### config.mk
export PLATFORM = sky130hd
export DESIGN_NAME = smq_cell
export DESIGN_NICKNAME = d
export VERILOG_FILES = /design/src/smq_pkg.sv /design/src/smq_cell.sv
export SDC_FILE = /design/constraint.sdc
export NUM_CORES = 1
export LEC_CHECK = 0
export BUFFER_PORTS_ARGS = -buffer_cell sky130_fd_sc_hd__buf_2
export CAP_MARGIN = 20
export CORE_ASPECT_RATIO = 0.6
export CORE_UTILIZATION = 25
export DETAILED_ROUTE_END_ITERATION = 7
export PLACE_DENSITY = 0.46
export SLEW_MARGIN = 20
export SYNTH_ARGS = -nofsm -noshare
export SYNTH_HDL_FRONTEND = slang
export SYNTH_SLANG_ARGS = --single-unit
### constraint.sdc
create_clock -name aclk -period 7.5 [get_ports aclk]
set_input_delay 0.75 -clock aclk [delete_from_list [all_inputs] [get_ports aclk]]
set_output_delay 0.75 -clock aclk [all_outputs]
set_load 0.02 [all_outputs]
### src/smq_pkg.sv
// ----------------------------------------------------------------------------
// smq_pkg
// Shared types, codes and sizes for the sorted event merge queue.
// ----------------------------------------------------------------------------
`default_nettype none

package smq_pkg;

    localparam int DEPTH  = 64;
    localparam int CNT_W  = $clog2(DEPTH + 1);
    localparam int TIME_W = 31;
    localparam int CODE_W = 10;
    localparam int CHAN_W = 6;
    localparam int KIND_W = 2;
    localparam int STAT_W = 2;

    localparam logic [KIND_W-1:0] KIND_INSERT  = 2'd0;
    localparam logic [KIND_W-1:0] KIND_REPLACE = 2'd1;
    localparam logic [KIND_W-1:0] KIND_REMOVE  = 2'd2;

    localparam logic [STAT_W-1:0] ST_OK    = 2'd0;
    localparam logic [STAT_W-1:0] ST_FULL  = 2'd1;
    localparam logic [STAT_W-1:0] ST_EMPTY = 2'd2;

    typedef logic [1:0] op_t;
    localparam op_t OP_HOLD    = 2'd0;
    localparam op_t OP_INSERT  = 2'd1;
    localparam op_t OP_REMOVE  = 2'd2;
    localparam op_t OP_REPLACE = 2'd3;

    typedef struct packed {
        logic [TIME_W-1:0] event_time;
        logic [CODE_W-1:0] event_code;
        logic [CHAN_W-1:0] channel;
    } entry_t;

    // broadcast to every cell
    typedef struct packed {
        op_t    op;
        entry_t entry;
    } bcast_t;

endpackage

`default_nettype wire

### src/smq_cell.sv
// ----------------------------------------------------------------------------
// smq_cell
// One slot of the sorted list: compares its entry with the broadcast key and
// takes its own, its neighbor's or the broadcast entry.
// ----------------------------------------------------------------------------
`default_nettype none

module smq_cell
    import smq_pkg::*;
(
    input  wire logic   aclk,
    input  wire bcast_t bcast,
    input  wire logic   first_cell,
    input  wire logic   cell_valid,
    input  wire entry_t prev_entry,
    input  wire logic   prev_lt,
    input  wire entry_t next_entry,
    input  wire logic   next_lt,
    output entry_t      entry,
    output logic        lt
);

    entry_t entry_reg;
    entry_t entry_next;

    // strictly less than the broadcast key (time, then code)
    assign lt = cell_valid &&
                ({entry_reg.event_time, entry_reg.event_code} <
                 {bcast.entry.event_time, bcast.entry.event_code});

    always_comb begin
        entry_next = entry_reg;
        unique case (bcast.op)
            OP_HOLD: begin
                entry_next = entry_reg;
            end
            OP_INSERT: begin
                if (lt) begin
                    entry_next = entry_reg;
                end else if (prev_lt) begin
                    entry_next = bcast.entry;
                end else begin
                    entry_next = prev_entry;
                end
            end
            OP_REMOVE: begin
                entry_next = next_entry;
            end
            OP_REPLACE: begin
                if (next_lt) begin
                    entry_next = next_entry;
                end else if (first_cell || lt) begin
                    entry_next = bcast.entry;
                end else begin
                    entry_next = entry_reg;
                end
            end
            default: begin
                entry_next = entry_reg;
            end
        endcase
    end

    always_ff @(posedge aclk) begin
        entry_reg <= entry_next;
    end

    assign entry = entry_reg;

endmodule

`default_nettype wire

==> flow_metrics.tcl <==
set metrics [dict create \
    dpl.hpwl_mm 9.13 \
    fin_nets 799 \
    r2r_cells 9 \
    overflow 0 \
    final_max_slew_viol_count 0 \
    min_to "entry[42]" \
    ant_nets 0 \
    crit_start "bcast[22]" \
    io_buffers 195 \
    hold_depth 3 \
    synth_area_sq_um 3640 \
    clkLatencyLatePin_ns 0.29 \
    path_clk_slew_ns 0.06 \
    syn_area_per_cell_sq_um 8.50 \
    ys_seq_area_share_pct 38.8 \
    drtPass1Iterations 4 \
    cp-end-kind "register" \
    max_stage_delay_ns 0.52 \
    status "complete, no violations" \
    cts.sinks 47 \
    crit_chain "buf_2 -> inv_1 -> ha_1 -> nand2_1 -> nor2_1 -> o211ai_1 -> o31ai_1 -> and3_1 -> o21ai_2 -> mux2_2 -> buf_4" \
    rsz0062_at_grt "false" \
    fp.dieH_um 95.4 \
    hold_class "input pin to register" \
    synthTopCellsByArea "edfxtp_1, ha_1, nand2_1, a211oi_1, a31oi_1" \
    fin_area_sq_um 4930 \
    coreArea_sq_um 13900 \
    p_leak_nw 2.34 \
    critPathKind "input pin to register" \
    skew_ns 0.00751 \
    drt_iter0_drc 229 \
    die_w_um 158 \
    num_vias 3646 \
    wl_per_cell_um 14.3 \
    finalSetupViolCount 0 \
    synth_cell_type_count 33 \
    worst-r2r-setup-slack_ns 4.36 \
    finalWirelength_mm 11.5 \
    grt_pass1_wl_mm 17.7 \
    synth_top_cell_by_area "edfxtp_1" \
    htreeDepth 2 \
    grt_max_degree 66 \
    crit_required_ns 7.44 \
    synth-edff-count 47 \
    reg2reg_to "entry[23]" \
    critPathMaxFanout 31 \
    r2r_start "entry[22]" \
    gp_congestion 0.865 \
    synth_top_area_share_pct 38.8 \
    finalHoldViolCount 0 \
    antenna_found_initial 0 \
    cap_violations 0 \
    max_freq_mhz 301 \
    synthToLayoutAreaGrowth_pct 35.6 \
    start_kind "input pin" \
    cts-buffers-inserted 5 \
    hold_buffers 0 \
    hold_path_startpoint "next_entry[42]" \
    slew_headroom_pct 52.1 \
    drc 0 \
    cts_root_buf "clkbuf_16" \
    via_per_inst 4.55 \
    period_share_pct 44.3 \
    die_area_sq_um 15000 \
    worstMarginPinSlew_ns 0.715 \
    cts.path.max_buffers 2 \
    antenna_cells 0 \
    timing.setup.tns_ns 0 \
    drive_gt1_share_pct 34.4 \
    postCtsResizedCells 0 \
    grtUsageTotal_pct 15.5 \
    yosysMostFrequentCell "nand2_1" \
    largest_reg_flops 47 \
    num_rows 33 \
    crit_arrival_ns 3.26 \
    cts_tree "yes" \
    power_density_nw_per_um2 168 \
    yosysWarnings 0 \
    first_global_vias 3395 \
    synthCells 428 \
    fin_crit_ns 3.32 \
    post-cts-setup-buffers 0 \
    cp_slowest_cell "mux2_2" \
    async_flop_share_pct 0 \
    syn_nets 616 \
    synth-seq-cells 47 \
    ir_worst_vdd_v 0.0000725 \
    ys.flop_type "edfxtp_1" \
    start_util_pct 26.1 \
    ioPinCount 196 \
    ys_top_cells_by_count "nand2_1, edfxtp_1, inv_1, ha_1, nor2_1" \
    placed_area_sq_um 4790 \
]
worst max-delay path, delay by kind of cell:
family / cells / cell delay [ns]
and+or+nand+nor: 3 / 0.55
adders and majority gates: 1 / 0.28
muxes: 1 / 0.52
AOI/OAI and AO/OA: 3 / 0.53
buffers and inverters: 3 / 0.62
where the power goes:
part,internal (mW),switching [mW]
logic,0.107,0.161
clock network,0.120,0.0935
registers,0.329,0.0164
area by class of cell:
type                            count  area (sq um)
Fill cell                        1505          8980
Multi-Input combinational cell    316          1980
Sequential cell                    47          1410
Timing Repair Buffer              199          1010
Tap cell                          192           240
Inverter                           42           158
Clock buffer                        5           125
Clock inverter                      1          7.51
how the worst max path moves through the flow:
stage	end	cells after the start	slack [ns]
finish	entry[23]	11	4.18
global route	entry[7]	11	3.89
CTS	entry[24]	11	4.09
detailed placement	entry[42]	11	3.78
global placement	entry[43]	11	3.84
floorplan	entry[0]	9	4.06
metal layers:
metal | vias to the layer above | global-route usage [%] | routed length (um)
met3 | 7 | 4.55 | 916
met4 | 0 | 2.99 | 89
met2 | 139 | 23.8 | 4770
met5 | - | 0 | 0
li1 | 1895 | - | -
met1 | 1605 | 21.5 | 5710
layout by cell type (no fill, tap or decap), drive strengths merged:
master / netlist / final
nand4: 5 / 5
mux2: 1 / 1
nand3: 1 / 1
nor2b: 32 / 32
nand2: 76 / 76
edfxtp: 47 / 47
nor3: 3 / 3
nor4: 1 / 1
and3: 1 / 1
a21o: 1 / 1
clkbuf: 18 / 5
inv: 42 / 42
mux2i: 1 / 1
o211ai: 1 / 1
nand2b: 1 / 1
o2111ai: 1 / 1
clkinvlp: 0 / 1
o21a: 1 / 1
a211oi: 31 / 31
a222oi: 1 / 1
o31ai: 1 / 1
a31oi: 31 / 31
buf: 5 / 199
ha: 40 / 40
nor4b: 1 / 1
o21ai: 10 / 10
a21oi: 18 / 18
or2: 1 / 1
o22ai: 17 / 17
nor2: 39 / 39
metrics by stage:
stage | setup WS [ns] | cells | power [mW] | hold slack [ns] | utilization, %
2_1_floorplan | 4.06 | 428 | 0.508 | 0.965 | -
3_3_place_gp | 3.84 | 796 | 0.619 | 1.08 | 34.4
3_5_place_dp | 3.78 | 796 | 0.621 | 1.07 | 34.4
4_1_cts | 4.09 | 802 | 0.840 | 0.767 | 35.4
5_1_grt | 3.89 | 802 | 0.882 | 0.788 | 35.4
6_report | 4.18 | 802 | 0.827 | 0.773 | 35.4
cell families after synthesis:
kind of cell,Yosys count,share of synthesized area (%)
adders and majority gates,40,13.8
and+or+nand+nor,161,19.9
DFF,47,38.8
AOI/OAI and AO/OA,113,20.1
muxes,2,0.585
buffers and inverters,65,6.85
No activity file was read; power rests on OpenSTA's default activity.
